--- src/rtl/sspi_pkg.sv ---
// ============================================================================
// sspi_pkg - speech synthesizer parameter interface definitions
// Item codes, status bit positions, frame geometry and the item/result types
// shared by the interfaces, the core and the top level.
// ============================================================================
`default_nettype none

package sspi_pkg;

  // Item codes on the command field
  localparam logic [2:0] CMD_DATA   = 3'd0;
  localparam logic [2:0] CMD_MODE   = 3'd1;
  localparam logic [2:0] CMD_WRITE  = 3'd2;
  localparam logic [2:0] CMD_STATUS = 3'd3;
  localparam logic [2:0] CMD_TICK   = 3'd4;

  // Command port bytes
  localparam logic [7:0] OP_START       = 8'hFE;
  localparam logic [7:0] OP_STOP        = 8'hFF;
  localparam logic [7:0] OP_PHRASE_LAST = 8'h04;

  // Status bit positions
  localparam int unsigned ST_BUSY = 7;
  localparam int unsigned ST_REQ  = 6;
  localparam int unsigned ST_EXT  = 5;
  localparam int unsigned ST_ERR  = 4;

  localparam logic [7:0] STATUS_RUN = 8'hE0;  // busy, request, external
  localparam logic [7:0] STATUS_ERR = 8'h10;  // error only

  // Frame geometry
  localparam int unsigned FRAME_BYTES = 7;
  localparam int unsigned INDEX_W     = $clog2(FRAME_BYTES);
  localparam int unsigned FRAME_W     = 8 * FRAME_BYTES;
  localparam logic [INDEX_W-1:0] LAST_INDEX = INDEX_W'(FRAME_BYTES - 1);

  typedef struct packed {
    logic [2:0] command;
    logic [7:0] value;
  } item_t;

  typedef struct packed {
    logic [7:0]         status;
    logic               interrupt_request;
    logic               frame_valid;
    logic [FRAME_W-1:0] frame_params;
    logic               mode_valid;
    logic [7:0]         mode_value;
  } result_t;

endpackage

`default_nettype wire

--- src/rtl/sspi_in_if.sv ---
// ============================================================================
// sspi_in_if - host item channel
// Valid/ready channel carrying one host access or frame tick.
// ============================================================================
`default_nettype none

interface sspi_in_if;
  logic       valid;
  logic       ready;
  logic [2:0] command;
  logic [7:0] value;

  modport source (output valid, command, value, input ready);
  modport sink   (input valid, command, value, output ready);
endinterface

`default_nettype wire

--- src/rtl/sspi_out_if.sv ---
// ============================================================================
// sspi_out_if - result channel
// Valid/ready channel carrying status, interrupt, frame and mode outputs.
// ============================================================================
`default_nettype none

interface sspi_out_if;
  logic                          valid;
  logic                          ready;
  logic [7:0]                    status;
  logic                          interrupt_request;
  logic                          frame_valid;
  logic [sspi_pkg::FRAME_W-1:0]  frame_params;
  logic                          mode_valid;
  logic [7:0]                    mode_value;

  modport source (output valid, status, interrupt_request, frame_valid, frame_params,
                  mode_valid, mode_value, input ready);
  modport sink   (input valid, status, interrupt_request, frame_valid, frame_params,
                  mode_valid, mode_value, output ready);
endinterface

`default_nettype wire

--- src/rtl/sspi_core.sv ---
// ============================================================================
// sspi_core - interface state and per-item update
// Holds status, frame store and collection counters; computes the result of
// one item and commits the new state when step is high.
// ============================================================================
`default_nettype none

module sspi_core (
  input  wire logic              clk,
  input  wire logic              rst,
  input  wire logic              step,
  input  wire sspi_pkg::item_t   item,
  output sspi_pkg::result_t      result
);

  logic [7:0]                     status_reg, status_next;
  logic [7:0]                     param_store [sspi_pkg::FRAME_BYTES];
  logic [7:0]                     store_next  [sspi_pkg::FRAME_BYTES];
  logic [sspi_pkg::INDEX_W-1:0]   param_index, index_next;
  logic [4:0]                     repeat_count, repeat_next;
  logic                           params_ready, ready_next;
  logic                           frames_running, running_next;
  logic                           irq;
  logic                           halt;
  logic [sspi_pkg::FRAME_W-1:0]   packed_frame;

  always_comb begin
    for (int i = 0; i < sspi_pkg::FRAME_BYTES; i++) begin
      packed_frame[8*i +: 8] = param_store[i];
    end
  end

  always_comb begin
    status_next  = status_reg;
    store_next   = param_store;
    index_next   = param_index;
    repeat_next  = repeat_count;
    ready_next   = params_ready;
    running_next = frames_running;
    irq          = 1'b0;
    halt         = 1'b0;
    result       = '0;

    unique case (item.command)
      sspi_pkg::CMD_DATA: begin
        if (status_reg[sspi_pkg::ST_BUSY] && status_reg[sspi_pkg::ST_REQ]) begin
          if (repeat_count == 5'd0 || param_index != '0) begin
            if (param_index == '0) begin
              repeat_next = item.value[7:3];
            end
            store_next[param_index] = item.value;
            if (param_index == sspi_pkg::LAST_INDEX) begin
              status_next[sspi_pkg::ST_REQ] = 1'b0;
              index_next = '0;
              if (repeat_count != 5'd0) begin
                repeat_next = repeat_count - 5'd1;
              end
              ready_next = 1'b1;
            end else begin
              index_next = param_index + 1'b1;
              irq        = 1'b1;
            end
          end else begin
            // repeat frame: one byte, middle bytes zeroed, byte 0 kept
            for (int i = 1; i < sspi_pkg::FRAME_BYTES - 1; i++) begin
              store_next[i] = 8'h00;
            end
            store_next[sspi_pkg::FRAME_BYTES-1] = item.value;
            status_next[sspi_pkg::ST_REQ] = 1'b0;
            index_next  = '0;
            repeat_next = repeat_count - 5'd1;
            ready_next  = 1'b1;
          end
        end
      end
      sspi_pkg::CMD_MODE: begin
        result.mode_valid = 1'b1;
        result.mode_value = item.value;
        status_next       = 8'h00;
      end
      sspi_pkg::CMD_WRITE: begin
        halt = 1'b1;
        if (item.value == sspi_pkg::OP_START) begin
          running_next = 1'b1;
          status_next  = sspi_pkg::STATUS_RUN;
          irq          = 1'b1;
        end else if (item.value == sspi_pkg::OP_STOP ||
                     item.value <= sspi_pkg::OP_PHRASE_LAST) begin
          status_next[sspi_pkg::ST_BUSY] = 1'b0;
        end else begin
          status_next = sspi_pkg::STATUS_ERR;
        end
      end
      sspi_pkg::CMD_TICK: begin
        if (frames_running) begin
          if (!status_reg[sspi_pkg::ST_EXT]) begin
            halt = 1'b1;
            status_next[sspi_pkg::ST_BUSY] = 1'b0;
          end else if (!params_ready) begin
            halt        = 1'b1;
            status_next = sspi_pkg::STATUS_ERR;
          end else if (param_store[0][7:3] == 5'd0) begin
            halt = 1'b1;
            status_next[sspi_pkg::ST_BUSY] = 1'b0;
          end else begin
            result.frame_valid  = 1'b1;
            result.frame_params = packed_frame;
            ready_next          = 1'b0;
            status_next[sspi_pkg::ST_REQ] = 1'b1;
            irq                 = 1'b1;
          end
        end
      end
      default: begin
        // status read and unused codes: report only
      end
    endcase

    // stop: busy bit is handled in each arm above
    if (halt && !(item.command == sspi_pkg::CMD_WRITE && item.value == sspi_pkg::OP_START))
    begin
      running_next = 1'b0;
    end
    if (halt) begin
      index_next  = '0;
      repeat_next = 5'd0;
      ready_next  = 1'b0;
    end

    result.status            = status_next;
    result.interrupt_request = irq;
  end

  always_ff @(posedge clk) begin
    if (rst) begin
      status_reg     <= 8'h00;
      param_index    <= '0;
      repeat_count   <= 5'd0;
      params_ready   <= 1'b0;
      frames_running <= 1'b0;
      for (int i = 0; i < sspi_pkg::FRAME_BYTES; i++) begin
        param_store[i] <= 8'h00;
      end
    end else if (step) begin
      status_reg     <= status_next;
      param_index    <= index_next;
      repeat_count   <= repeat_next;
      params_ready   <= ready_next;
      frames_running <= running_next;
      param_store    <= store_next;
    end
  end

endmodule

`default_nettype wire

--- src/rtl/speech_synth_parameter_interface_top.sv ---
// ============================================================================
// speech_synth_parameter_interface_top - speech synthesizer host interface
// Takes host data/mode/command writes, status reads and frame ticks; returns
// status, parameter-request interrupt, parameter frames and mode strobes.
// ============================================================================
//
//   channel | dir | payload                                   | handshake
//   --------+-----+-------------------------------------------+-------------
//   req     | in  | command[2:0], value[7:0]                  | valid/ready
//   rsp     | out | status, interrupt_request, frame_valid,   | valid/ready
//           |     | frame_params[55:0], mode_valid, mode_value|
//
// One item per cycle while the rsp register is free. The core updates its state in
// the cycle an item is accepted and the result lands in the rsp register on the
// same edge, so it shows in the cycle after acceptance. req.ready stays high while
// rsp is empty or being taken, so a stalled sink stalls the source after one item only.
// Synchronous reset clears status, frame store and collection counters.
// ============================================================================
`default_nettype none

module speech_synth_parameter_interface_top (
  input  wire logic  clk,
  input  wire logic  rst,
  sspi_in_if.sink    req,
  sspi_out_if.source rsp
);

  logic              accept;
  sspi_pkg::item_t   item;
  sspi_pkg::result_t result;
  sspi_pkg::result_t rsp_data;
  logic              rsp_valid;

  // input side frees up whenever the result register drains this cycle
  assign req.ready = !rsp_valid || rsp.ready;
  assign accept    = req.valid && req.ready;

  assign item.command = req.command;
  assign item.value   = req.value;

  sspi_core u_core (
    .clk    (clk),
    .rst    (rst),
    .step   (accept),
    .item   (item),
    .result (result)
  );

  // result register
  always_ff @(posedge clk) begin
    if (rst) begin
      rsp_valid <= 1'b0;
    end else if (accept) begin
      rsp_valid <= 1'b1;
    end else if (rsp.ready) begin
      rsp_valid <= 1'b0;
    end
  end

  always_ff @(posedge clk) begin
    if (accept) begin
      rsp_data <= result;
    end
  end

  assign rsp.valid             = rsp_valid;
  assign rsp.status            = rsp_data.status;
  assign rsp.interrupt_request = rsp_data.interrupt_request;
  assign rsp.frame_valid       = rsp_data.frame_valid;
  assign rsp.frame_params      = rsp_data.frame_params;
  assign rsp.mode_valid        = rsp_data.mode_valid;
  assign rsp.mode_value        = rsp_data.mode_value;

  // --------------------------------------------------------------------------
  // Checks
  // --------------------------------------------------------------------------

  // every accepted item yields a result on the next cycle
  a_result_follows: assert property (@(posedge clk) disable iff (rst)
    accept |=> rsp.valid)
    else $error("accepted item produced no result");

  // a handed-over frame always re-arms the parameter request
  a_frame_requests: assert property (@(posedge clk) disable iff (rst)
    rsp.valid && rsp.frame_valid |-> rsp.status[sspi_pkg::ST_REQ])
    else $error("frame handed over without request bit");

  // an interrupt is only raised while busy and requesting
  a_irq_busy: assert property (@(posedge clk) disable iff (rst)
    rsp.valid && rsp.interrupt_request |->
      rsp.status[sspi_pkg::ST_BUSY] && rsp.status[sspi_pkg::ST_REQ])
    else $error("interrupt without busy and request");

endmodule

`default_nettype wire

--- src/flat_wrapper.sv ---
// flat-port wrapper written by rule: the top's interface ports become plain ports
module speech_synth_parameter_interface_top_flat 
  (clk, rst, req_valid, req_command, req_value, req_ready, rsp_valid, rsp_status, rsp_interrupt_request, rsp_frame_valid, rsp_frame_params, rsp_mode_valid, rsp_mode_value, rsp_ready);
  sspi_in_if req_i ();
  sspi_out_if rsp_i ();
  input  wire logic clk;
  input  wire logic rst;
  input wire logic [$bits(req_i.valid)-1:0] req_valid;
  input wire logic [$bits(req_i.command)-1:0] req_command;
  input wire logic [$bits(req_i.value)-1:0] req_value;
  output wire logic [$bits(req_i.ready)-1:0] req_ready;
  output wire logic [$bits(rsp_i.valid)-1:0] rsp_valid;
  output wire logic [$bits(rsp_i.status)-1:0] rsp_status;
  output wire logic [$bits(rsp_i.interrupt_request)-1:0] rsp_interrupt_request;
  output wire logic [$bits(rsp_i.frame_valid)-1:0] rsp_frame_valid;
  output wire logic [$bits(rsp_i.frame_params)-1:0] rsp_frame_params;
  output wire logic [$bits(rsp_i.mode_valid)-1:0] rsp_mode_valid;
  output wire logic [$bits(rsp_i.mode_value)-1:0] rsp_mode_value;
  input wire logic [$bits(rsp_i.ready)-1:0] rsp_ready;
  assign req_i.valid = req_valid;
  assign req_i.command = req_command;
  assign req_i.value = req_value;
  assign req_ready = req_i.ready;
  assign rsp_valid = rsp_i.valid;
  assign rsp_status = rsp_i.status;
  assign rsp_interrupt_request = rsp_i.interrupt_request;
  assign rsp_frame_valid = rsp_i.frame_valid;
  assign rsp_frame_params = rsp_i.frame_params;
  assign rsp_mode_valid = rsp_i.mode_valid;
  assign rsp_mode_value = rsp_i.mode_value;
  assign rsp_i.ready = rsp_ready;
  speech_synth_parameter_interface_top u_core (.clk(clk), .rst(rst), .req(req_i), .rsp(rsp_i));
endmodule
--- config.mk ---
export PLATFORM = sky130hd
export DESIGN_NAME = speech_synth_parameter_interface_top_flat
export DESIGN_NICKNAME = d
export VERILOG_FILES = /design/src/rtl/sspi_pkg.sv /design/src/rtl/sspi_in_if.sv /design/src/rtl/sspi_out_if.sv /design/src/rtl/sspi_core.sv /design/src/rtl/speech_synth_parameter_interface_top.sv /design/src/flat_wrapper.sv
export SDC_FILE = /design/constraint.sdc
export NUM_CORES = 1
export LEC_CHECK = 0
export ABC_CLOCK_PERIOD_IN_PS = 6770
export CAP_MARGIN = 20
export CORE_AREA = 2 2 127 129
export CTS_CLUSTER_DIAMETER = 30
export DETAILED_ROUTE_END_ITERATION = 10
export DIE_AREA = 0 0 129 131
export DONT_BUFFER_PORTS = 1
export MAX_ROUTING_LAYER = met4
export PLACE_DENSITY = 0.51
export REMOVE_ABC_BUFFERS = 1
export SYNTH_ARGS = -nofsm -noshare
export SYNTH_HDL_FRONTEND = slang
export SYNTH_SLANG_ARGS = --single-unit
--- constraint.sdc ---
create_clock -name clk -period 6.77 [get_ports clk]
set_input_delay 1.354 -clock clk [delete_from_list [all_inputs] [get_ports clk]]
set_output_delay 1.354 -clock clk [all_outputs]
set_load 0.1 [all_outputs]
# Word-level counts from Yosys, hierarchy flattened

Index checks and enable logic that the tools add are counted.

Bits in registers: 150
Bits of input ports: 15
Word-level logic and storage cells: 128
Output and inout port bits: 77

Magnitude comparators: 3
Bitwise gates (word level): 5
Reduce and logical (&&, ||, !) cells: 29
Add/subtract/negate cells: 2
Equality and inequality tests: 10
Multiplexer cells: 60

Operators with widths:

| cell                                                 | count |
|---|---|
| two-way mux 57 bit                                   | 1 |
| bitwise mux 56 bit                                   | 1 |
| two-way mux 48 bit                                   | 1 |
| two-way mux 5 bit                                    | 7 |
| two-way mux 1 bit                                    | 30 |
| demux 8 bit (select 3 bit)                           | 1 |
| two-way mux 8 bit                                    | 3 |
| case mux 6 bit (3 select lines)                      | 1 |
| equality test 8 bit (second input constant)          | 2 |
| two-way mux 3 bit                                    | 5 |
| two-way mux 7 bit                                    | 2 |
| zero test 5 bit                                      | 2 |
| nonzero test 2 bit                                   | 5 |
| two-way mux 9 bit                                    | 1 |
| inequality test 3 bit (second input constant)        | 3 |
| AND reduction 3 bit                                  | 3 |
| <= comparator 8 x 3 -> 1 bit (second input constant) | 1 |
| AND reduction 4 bit                                  | 2 |
| equality test 3 bit (second input constant)          | 2 |
| zero test 3 bit                                      | 2 |
| two-way mux 6 bit                                    | 1 |
| case mux 1 bit (3 select lines)                      | 2 |
| AND reduction 6 bit                                  | 1 |
| nonzero test 3 bit                                   | 2 |
| other kinds (17)                                     | 28 |

# Longest topological paths before layout

Gate-level depths: netlist (run 1).

Depth in word-level cells: 9
Gate-level depth with buffers: 8
Gate-level depth less buffers: 7

# Modules after synthesis

A second synthesis (run 1) with hierarchy kept.

Cells, all modules: 553
Area, all modules: 6117.1 sq um

By module, submodules not included:

| module                               | times used | area an instance (sq um) | cells an instance |
|---|---|---|---|
| sspi_core                            | 1          | 3809.9                   | 473 |
| speech_synth_parameter_interface_top | 1          | 2307.2                   | 80 |

# Least setup slack after synthesis (run 1)

Ideal clock, no wire load.

Path type: in2reg
Start point: in rsp_ready
End point: reg u_core.u_core.status_reg[0]
Buffers on the path: 0
Setup time: 0.060 ns
Cell stages on the path: 6
Setup slack: 1.887 ns
Data arrival time: 4.823 ns
Path through: nor2b_1 inv_1 nand2_1 clkinv_1 a21oi_1 and2_1

Word-level cells in the longest chain between the ends: 2

Ends and longest elaborated chain:

| item                   | line                                       | source |
|---|---|---|
| start: declaration     | flat_wrapper.sv:19                         | `input wire logic [$bits(rsp_i.ready)-1:0] rsp_ready;` |
| logical OR 1 bit       | speech_synth_parameter_interface_top.sv:35 | `assign req.ready = !rsp_valid \|\| rsp.ready;` |
| via req_ready          | flat_wrapper.sv:11                         | `output wire logic [$bits(req_i.ready)-1:0] req_ready;` |
| logical AND 1 bit      | speech_synth_parameter_interface_top.sv:36 | `assign accept = req.valid && req.ready;` |
| via u_core.accept      | speech_synth_parameter_interface_top.sv:28 | `logic accept;` |
| end signal: assignment | sspi_core.sv:145                           | `status_reg <= status_next;` |
| end: declaration       | sspi_core.sv:16                            | `logic [7:0] status_reg, status_next;` |

The timed path passes the listed nets, and every way through them passes these cells.
A chain may end at the register's enable or synchronous reset.

# Worst setup path in the final report (run 1)

Start point: reg u_core.rsp_valid (netlist: u_core.rsp.valid)
End point: out req_ready

Word-level cells in the longest chain between the ends: 2

Ends and longest elaborated chain:

| item                     | line                                       | source |
|---|---|---|
| start: declaration       | speech_synth_parameter_interface_top.sv:32 | `logic rsp_valid;` |
| start signal: assignment | speech_synth_parameter_interface_top.sv:52 | `rsp_valid <= 1'b0;` |
| start signal: assignment | speech_synth_parameter_interface_top.sv:54 | `rsp_valid <= 1'b1;` |
| start signal: assignment | speech_synth_parameter_interface_top.sv:56 | `rsp_valid <= 1'b0;` |
| zero test 1 bit          | speech_synth_parameter_interface_top.sv:35 |  |
| logical OR 1 bit         | speech_synth_parameter_interface_top.sv:35 |  |
| end: declaration         | flat_wrapper.sv:11                         |  |

No other way between the ends.

==> impl_metrics.py, run 1 <==
metrics = {
    "outcome": {
        "status": "finished clean",
    },
    "yosys": {
        "yosysWarnings": 0,
        "synthCells": 575,
        "synthesis.area_um2": 6130,
        "synth_ff_type": "edfxtp_1",
        "synth_common_cells": "dfxtp_1 (75), edfxtp_1 (75), and2_1 (74)",
        "yosys.area.top_type": "edfxtp_1",
        "ys_seq_elements": 150,
        "synth.area.top_cells": "edfxtp_1 (37%), dfxtp_1 (25%), and2_1 (7.6%)",
        "yosysTopAreaCellShare_pct": 36.8,
        "synth_seq_area_share_pct": 61.3,
        "synth_edf_count": 75,
        "yosysUniqueCellTypes": 54,
        "avgSynthCellArea_um2": 10.7,
        "async_reset_ff_share_pct": 0,
    },
    "layout": {
        "nets": 573,
        "n_antenna_cell": 0,
        "multi_input_area_um2": 2180,
        "drive_gt1_share_pct": 7.72,
        "syn_to_final_growth_pct": 12.7,
        "seqCellArea_um2": 3750,
        "n_fill_cell": 1478,
        "fin_area_um2": 6910,
    },
    "job": {
        "drv_cap": 0,
    },
    "power_and_ir_drop": {
        "ir_worst_vdd_uv": 166,
        "power_density_nw_per_um2": 316,
        "power.leakage_nw": 2.37,
        "power_w": 0.00218,
    },
    "grt": {
        "antenna_found_initial": 0,
        "grt_max_degree": 83,
        "use_met1_pct": 23.2,
        "overflow": 0,
        "grt_pass1_wl_um": 22100,
        "grtUsageTotal_pct": 18.1,
        "busiest_layer": "met2",
        "grt_pass1_vias": 3885,
        "use_met2_pct": 27.3,
        "met3_usage_pct": 4.72,
    },
    "clock_tree": {
        "post_cts.resized_instances": 0,
        "postCtsSetupBuffers": 0,
        "cts_root_buffer": "clkbuf_16",
        "clk_pin_slew_ns": 0.06,
        "cts.htree.levels": 4,
        "cts_made_buffers": 17,
        "clock_path_buffers": 2,
        "cts-hold-fix-buffers": 0,
        "cts_tree": "built",
        "cts.sinks": 150,
        "clk_latency_ns": 0.43,
    },
    "timing": {
        "maxSlewViolCount": 0,
        "min_period_ns": 3.73,
        "holdWs_ns": 0.462,
        "max_slew_margin_pct": 28.3,
        "post-route-period-util_pct": 55.2,
        "final_hold_viol_count": 0,
        "final.setup.worst_slack_ns": 3.04,
        "clock_skew_ns": 0.00984,
        "worst_slew_pin_slew_ns": 1.08,
        "clock.fmax_ghz": 0.268,
        "tns_ns": 0,
        "rsz0062_at_grt": "no",
        "setup_viol": 0,
    },
    "die": {
        "ios": 92,
        "coreArea_um2": 15600,
        "num_rows": 46,
        "dieArea_um2": 16900,
        "die-height_um": 131,
        "die-width_um": 129,
        "start_util_pct": 39.3,
    },
    "placement": {
        "post_dp_cell_area_um2": 6290,
        "post-dp-hpwl_um": 8810,
        "port_buffers": 0,
        "globalplace.congestion": 0.838,
        "pre_cts_ws_ns": 2.72,
    },
    "setup_path": {
        "critPathMaxFanout": 6,
        "worstSetupPathType": "flip-flop to primary output",
        "end_kind": "primary output",
        "cp.required_ns": 5.42,
        "start_kind": "flip-flop",
        "reg2reg_slack_ns": 3.27,
        "cp.arrival_ns": 2.38,
    },
    "detailed_routing": {
        "wl_um": 14400,
        "wl_per_cell_um": 18.3,
        "ant_nets": 0,
        "drtPass1Iterations": 6,
        "post-route-drc-count": 0,
        "via_per_inst": 5.23,
        "routed-via-count": 4109,
        "drt_iter0_drc": 301,
    },
    "min_path": {
        "min_path_type": "flip-flop to flip-flop",
    },
}
final timing paths:
check / startpoint / to / cells after the start
setup reg to reg: u_core.rsp.valid / u_core.u_core.frames_running / 8
hold / removal: u_core.u_core.status_reg[0] / u_core.u_core.status_reg[0] / 1
hold reg to reg: u_core.u_core.status_reg[0] / u_core.u_core.status_reg[0] / 1
setup / recovery: u_core.rsp.valid / req_ready / 2
kinds of logic (layout without fill, tap and decap cells):
family | count (synthesis) | count (layout) | synth area share [%]
AOI/OAI and AO/OA | 91 | 91 | 9.23
xor gates and xnor gates | 2 | 2 | 0.286
adders and majority gates | 1 | 1 | 0.204
buffers and inverters | 51 | 46 | 3.37
DFF | 150 | 150 | 61.3
muxes | 20 | 20 | 3.29
and+or+nand+nor | 260 | 260 | 22.4
layout make-up:
type                       count  area share (%)
sequential                   150            54.3
multi-input combinational    374            31.5
clock buffer                  22            6.87
tap                          216            3.91
clock inverter                10            2.08
timing repair buffer           4           0.725
inverter                      10           0.562
through the flow:
| step | utilization, % | cells |
|---|---|---|
| after floorplan | - | 534 |
| after global placement | 40.1 | 753 |
| after detailed placement | 40.3 | 754 |
| after CTS | 44.3 | 786 |
| after global routing | 44.3 | 786 |
| final | 44.3 | 786 |
metal layers:
layer  routed length [um]  vias up
met5                    0        -
met4                  320        0
met3                  670       26
met2                 6730      122
met1                 6650     1974
li1                     -     1987
worst max-delay path: stages, from the launching register on:
cell and delay, ns:
dfxtp_1 0.95, nor2b_1 0.47, inv_1 0.52
power breakdown:
group	switching, W	leakage (nW)	total, W	internal (W)
logic	0.0000300	0.730	0.0000412	0.0000112
clock network	0.000369	0.293	0.000981	0.000611
registers	0.000178	1.35	0.00116	0.000980
cells in the final DEF (no fill, tap or decap), drive strengths merged, types with 2 or more instances in the layout:
master     n
a21o       2
and3b      3
nor2      42
clkinvlp   3
a31oi      7
nor4b      2
nand3b     2
o21ai     13
nor2b      4
bufinv     3
dfxtp     75
a21oi     42
a22oi     10
nor4       3
or4b       2
a2bb2oi    2
o31ai      3
nand3     41
edfxtp    75
mux2i     19
nand2     59
inv       11
o2111ai    2
nor3      12
clkinv     3
o211ai     2
and2      74
clkbuf    22
buf        4
nor3b      2
or3        5
and3       4
xor2       2
Note: power is estimated with default switching activity, not from simulation.
==> run 2: changes to the inputs <==
- ABC_AREA: not set -> 1
- ABC_CLOCK_PERIOD_IN_PS: 6770 -> 3600
- CORE_AREA: 2 2 127 129 -> 2 2 126 128
- DIE_AREA: 0 0 129 131 -> 0 0 128 130
- clock period: 6.77 -> 3.6 ns (I/O delays scaled with it)
==> run 2 against run 1 <==
Net effect: critical path depth rose by 5; synthesized area down 1.3%; first-iteration DRC count down 19%; power is 85% higher; highest routed layer unchanged; final cell count is 12% higher; die area down 1.5%; global-route usage fell by 0.31 points; sequential share of layout area grew 0.68 points; routed wire length down 5.3%; setup slack lost 1.6 ns; clock skew rose by 0.0019 ns; critical path type is now flip-flop to flip-flop; final area fell by 1.2%.
==> impl_metrics.py, run 2 <==
metrics = {
    "outcome": {
        "status": "finished clean",
    },
    "timing": {
        "maxSlewViolCount": 0,
        "holdWs_ns": 0.370,
        "final_hold_viol_count": 0,
        "clock_skew_ns": 0.0117,
        "setup_viol": 0,
        "worst_slew_pin_slew_ns": 0.927,
        "clock.fmax_ghz": 0.470,
        "tns_ns": 0,
        "min_period_ns": 2.13,
        "max_slew_margin_pct": 38.3,
        "post-route-period-util_pct": 59.1,
        "rsz0062_at_grt": "no",
    },
    "placement": {
        "post-dp-hpwl_um": 8700,
        "globalplace.congestion": 0.886,
        "port_buffers": 0,
    },
    "die": {
        "die-height_um": 130,
        "dieArea_um2": 16600,
        "coreArea_um2": 15400,
        "die-width_um": 128,
        "num_rows": 46,
        "start_util_pct": 39.2,
        "ios": 92,
    },
    "grt": {
        "grt_pass1_vias": 4207,
        "grtUsageTotal_pct": 17.7,
        "grt_pass1_wl_um": 21700,
        "overflow": 0,
        "antenna_found_initial": 0,
        "grt_max_degree": 57,
    },
    "yosys": {
        "synth.area.top_cells": "edfxtp_1 (37%), dfxtp_1 (25%), nand2_1 (9.2%)",
        "synthesis.area_um2": 6050,
        "yosysWarnings": 0,
        "synth_common_cells": "nand2_1 (148), inv_1 (107), nor2_1 (79)",
        "yosys.area.top_type": "edfxtp_1",
        "synth_ff_type": "edfxtp_1",
        "synth_most_common_cell": "nand2_1",
        "async_reset_ff_share_pct": 0,
        "synth_seq_area_share_pct": 62.1,
        "synthCells": 673,
        "ys_seq_elements": 150,
        "yosysUniqueCellTypes": 27,
        "avgSynthCellArea_um2": 8.98,
        "synth_edf_count": 75,
        "yosysTopAreaCellShare_pct": 37.3,
    },
    "setup_path": {
        "cp_num_buf_inv": 1,
        "cp_common_cell": "nand2_1",
        "cp_top_family": "simple AND/OR/NAND/NOR gates",
        "start_kind": "flip-flop",
        "worstSetupPathType": "flip-flop to flip-flop",
        "critPathMaxFanout": 16,
        "critPathMaxStageDelay_ns": 0.41,
        "end_kind": "flip-flop",
        "path_cells": "nand2_1 > nand2_1 > nor3_4 > buf_4 > nand3_1 > o21ai_0 > a21oi_1",
        "cp_slowest_cell": "nor3_4",
        "cp.arrival_ns": 2.41,
        "cp.required_ns": 3.88,
    },
    "detailed_routing": {
        "ant_nets": 0,
        "drtPass1Iterations": 4,
        "wl_per_cell_um": 15.5,
        "via_per_inst": 4.84,
        "post-route-drc-count": 0,
        "routed-via-count": 4256,
        "wl_um": 13600,
        "drt_iter0_drc": 244,
    },
    "power_and_ir_drop": {
        "internal_power_w": 0.00297,
        "swShare_pct": 26.6,
        "ir_worst_vdd_uv": 306,
        "pwr-share-clk_pct": 44.2,
        "pwr-share-comb_pct": 2.6,
        "power_switching_w": 0.00107,
        "seqPwrFrac_pct": 53.2,
        "power.leakage_nw": 2.42,
        "power_density_nw_per_um2": 592,
    },
    "layout": {
        "final_cell_mix": "nand2_1 (148), inv_1 (105), nor2_1 (79), edfxtp_1 (75), dfxtp_1 (75)",
        "nets": 690,
        "drive_gt1_share_pct": 8.15,
        "layout_commonest_cell": "nand2_1",
        "utilization_pct": 44.2,
        "syn_to_final_growth_pct": 12.8,
        "n_antenna_cell": 0,
    },
    "clock_tree": {
        "cts_tree": "built",
        "cts_made_buffers": 17,
        "clk_pin_slew_ns": 0.06,
        "postCtsSetupBuffers": 0,
        "cts-hold-fix-buffers": 0,
        "clock_path_buffers": 2,
        "cts.htree.levels": 4,
        "cts_root_buffer": "clkbuf_16",
        "clk_latency_ns": 0.42,
        "cts.sinks": 150,
        "post_cts.resized_instances": 0,
    },
    "job": {
        "drv_cap": 0,
    },
    "min_path": {
        "min_path_type": "input port to flip-flop",
    },
}
-- run 2: cell types whose count changed in the layout (fill, tap and decap cells not counted), moves of 19 or more --
cell	previous run	this run
inv_1	9	105
mux2i_1	19	0
nor2_1	42	79
nand2_1	59	148
and2_1	74	0
a21oi_1	42	70
-- run 2: kinds of logic after synthesis --
group | Yosys count | share of synthesized area [%]
adder cells (fa/ha/maj) | 1 | 0.207
flip-flops | 150 | 62.1
AO/OA/AOI/OAI | 108 | 9.29
XOR/XNOR | 2 | 0.290
buffers and inverters | 134 | 8.65
AND/OR/NAND/NOR | 278 | 19.5
-- run 2: routing by layer --
layer / vias to the layer above / GRT usage, % / routed length [um]
met5: - / - / 0
li1: 2149 / - / -
met1: 2017 / 20.6 / 6190
met3: 11 / 4.84 / 441
met2: 79 / 29.3 / 6840
met4: 0 / 7.11 / 133
-- run 2: cell type report --
cell class | count | area (um2)
fill | 1538 | 8600
tap | 192 | 240
multi-input combinational | 389 | 1770
inverter | 110 | 414
clock inverter | 13 | 156
sequential | 150 | 3750
timing repair buffer | 6 | 45.0
clock buffer | 19 | 443
-- run 2: stage by stage --
step	power (W)	std cells	instance area, um2	worst slack (ns)
final	0.00404	879	6820	1.47
after global routing	0.00417	879	6820	1.19
after CTS	0.00409	879	6820	1.46
after detailed placement	0.00229	847	6220	1.06
after global placement	0.00229	847	6220	1.23
after floorplan	0.00226	649	5940	-0.626
-- run 2: path summary, 6_finish.rpt --
| check | from | endpoint | slack [ns] | depth (start not counted) |
|---|---|---|---|---|
| hold / removal | rst | u_core.u_core.frames_running | 0.37 | 1 |
| setup reg to reg | u_core.rsp.valid | u_core.u_core.packed_frame[6] | 1.47 | 7 |
| hold reg to reg | u_core.u_core.packed_frame[51] | u_core.u_core.packed_frame[51] | 0.46 | 2 |
| setup / recovery | u_core.rsp.valid | u_core.u_core.packed_frame[6] | 1.47 | 7 |
-- run 2: power groups by stage --
stage / Combinational [W] / Clock, W / Sequential [W]
finish: 0.000104 / 0.00179 / 0.00215
global placement: 0.000103 / 0 / 0.00219
global route: 0.000118 / 0.00190 / 0.00215
detailed placement: 0.000105 / 0 / 0.00219
CTS: 0.000106 / 0.00183 / 0.00215
floorplan: 0.0000714 / 0 / 0.00219
==> run 3: changes to the inputs <==
- ABC_AREA: 1 -> 0
- ABC_CLOCK_PERIOD_IN_PS: 3600 -> 1950
- CORE_AREA: 2 2 126 128 -> 2 2 127 129
- DIE_AREA: 0 0 128 130 -> 0 0 129 131
- PLACE_DENSITY: 0.51 -> 0.53
- clock period: 3.6 -> 1.95 ns (I/O delays scaled with it)
==> run 3 against run 2 <==
Net effect: setup slack got worse by 1.5 ns; final cell count increased by 2.8%; power increased by 92%; the run now ends with negative setup slack left; flip-flop and latch count unchanged; die area increased by 1.6%; via count increased by 7.5%; first-iteration DRC count increased by 11%; sequential power increased by 59%.
==> impl_metrics.py, run 3 (synthesis results as in run 1) <==
metrics = {
    "placement": {
        "port_buffers": 0,
        "globalplace.congestion": 0.908,
        "dp.cells": 871,
        "post_dp_cell_area_um2": 7210,
        "post-dp-hpwl_um": 9660,
    },
    "setup_path": {
        "cp_top_family": "compound AO/OA/AOI/OAI gates",
        "start_kind": "flip-flop",
        "cp_slowest_cell": "o41a_4",
        "path_cells": "or3_4 > o31a_1 > o41a_4 > or4_1 > a21oi_1",
        "end_kind": "flip-flop",
        "worstSetupPathType": "flip-flop to flip-flop",
        "critPathMaxStageDelay_ns": 0.44,
        "cp.arrival_ns": 2.37,
        "cp_num_buf_inv": 0,
        "cp.required_ns": 2.31,
        "critPathMaxFanout": 2,
    },
    "power_and_ir_drop": {
        "swShare_pct": 26.1,
        "pwr-share-clk_pct": 44.4,
        "power_w": 0.00774,
        "power.leakage_nw": 3.00,
        "pwr-share-comb_pct": 11.5,
        "power_switching_w": 0.00202,
        "power_density_nw_per_um2": 977,
        "internal_power_w": 0.00572,
        "seqPwrFrac_pct": 44.1,
        "ir_worst_vdd_uv": 496,
    },
    "layout": {
        "drive_gt1_share_pct": 26.3,
        "layout_commonest_cell": "buf_4",
        "fin_area_um2": 7920,
        "seqCellArea_um2": 3760,
        "fin_cells": 904,
        "syn_to_final_growth_pct": 29.3,
        "n_antenna_cell": 0,
        "utilization_pct": 50.8,
        "n_fill_cell": 1412,
        "final_cell_mix": "buf_4 (116), edfxtp_1 (75), and2_1 (73), dfxtp_1 (72), nand2_1 (59)",
        "multi_input_area_um2": 2250,
        "nets": 691,
    },
    "clock_tree": {
        "cts.htree.levels": 4,
        "cts.sinks": 150,
        "cts_made_buffers": 17,
        "cts_tree": "built",
        "cts-hold-fix-buffers": 0,
        "clk_latency_ns": 0.42,
        "cts_root_buffer": "clkbuf_16",
        "clock_path_buffers": 2,
        "clk_pin_slew_ns": 0.06,
    },
    "outcome": {
        "violations": "negative setup slack",
        "status": "finished, violations left",
    },
    "detailed_routing": {
        "routed-via-count": 4576,
        "wl_um": 14900,
        "via_per_inst": 5.06,
        "wl_per_cell_um": 16.5,
        "drt_iter0_drc": 272,
        "post-route-drc-count": 0,
        "drtPass1Iterations": 5,
        "ant_nets": 0,
    },
    "die": {
        "die-width_um": 129,
        "dieArea_um2": 16900,
        "start_util_pct": 39.3,
        "ios": 92,
        "num_rows": 46,
        "die-height_um": 131,
        "coreArea_um2": 15600,
    },
    "timing": {
        "final.setup.worst_slack_ns": -0.0621,
        "maxSlewViolCount": 0,
        "max_slew_margin_pct": 54.7,
        "post-route-period-util_pct": 103,
        "final_hold_viol_count": 0,
        "min_period_ns": 2.01,
        "worst_slew_pin_slew_ns": 0.672,
        "clock.fmax_ghz": 0.497,
        "holdWs_ns": 0.0409,
        "setup_viol": 2,
        "clock_skew_ns": 0.00759,
        "rsz0062_at_grt": "yes",
    },
    "grt": {
        "antenna_found_initial": 0,
        "overflow": 0,
        "grtUsageTotal_pct": 19.1,
        "grt_pass1_vias": 4419,
        "grt_pass1_wl_um": 23600,
        "grt_max_degree": 71,
    },
    "job": {
        "drv_cap": 0,
    },
    "min_path": {
        "min_path_type": "input port to flip-flop",
    },
}
[run 3: changes by cell type in the layout (fill, tap and decap cells not counted), moves of 29 or more]
cell,previous run,this run
buf_4,6,116
inv_1,105,7
nand2_1,148,59
and2_1,0,73
nor2_1,79,42
a21oi_1,70,41
[run 3: path summary, 6_finish.rpt]
check / slack [ns] / from / end / cells after the start
max: -0.06 / u_core.u_core.packed_frame[7] / u_core.u_core.param_index[0] / 5
min: 0.04 / rst / u_core.u_core.packed_frame[7] / 1
max reg2reg: -0.06 / u_core.u_core.packed_frame[7] / u_core.u_core.param_index[0] / 5
min reg2reg: 0.46 / u_core.u_core.packed_frame[11] / u_core.u_core.packed_frame[11] / 2
[run 3: worst reg2reg max path: stages, from the launching register on]
cell and delay (ns):
dfxtp_2 0.32, or3_4 0.39, o31a_1 0.28, o41a_4 0.44, or4_1 0.40, a21oi_1 0.12
[run 3: through the flow]
step                      TNS, ns  setup WS, ns
after floorplan           -310.08         -2.63
after global placement     -0.960       -0.0789
after detailed placement    -1.40        -0.102
after CTS                 -0.0554       -0.0549
after global routing       -0.468        -0.122
final                     -0.0706       -0.0621
[run 3: cell type report]
| cell class | instances | share of cell area [%] |
|---|---|---|
| clock buffers | 19 | 5.59 |
| clock inverters | 13 | 2.26 |
| multi-input cells | 374 | 28.4 |
| repair buffers | 122 | 12.4 |
| well taps | 216 | 3.41 |
| inverters | 10 | 0.490 |
| flip-flops and latches | 150 | 47.4 |
[run 3: repair_timing]
item,CTS,global route
pin swaps,1,5
buffers inserted,1,0
endpoints found under the setup margin,24,31
resized for setup,5,19
[run 3: power groups by stage]
stage          Sequential, W  Clock (W)  Combinational, W
2_1_floorplan        0.00408          0          0.000107
4_1_cts              0.00342    0.00350          0.000889
6_report             0.00342    0.00343          0.000888
5_1_grt              0.00342    0.00364          0.000917
3_5_place_dp         0.00348          0          0.000888
3_3_place_gp         0.00348          0          0.000883
[run 3: per-layer routing]
| metal | wire [um] | up-vias | part of all wire [%] | track usage (%) |
|---|---|---|---|---|
| met3 | 840 | 27 | 5.6 | 5.58 |
| li1 | - | 2216 | - | - |
| met1 | 6440 | 2201 | 43 | 22.4 |
| met4 | 265 | 0 | 1.8 | 6.46 |
| met2 | 7390 | 132 | 49 | 31.7 |
| met5 | 0 | - | 0 | - |
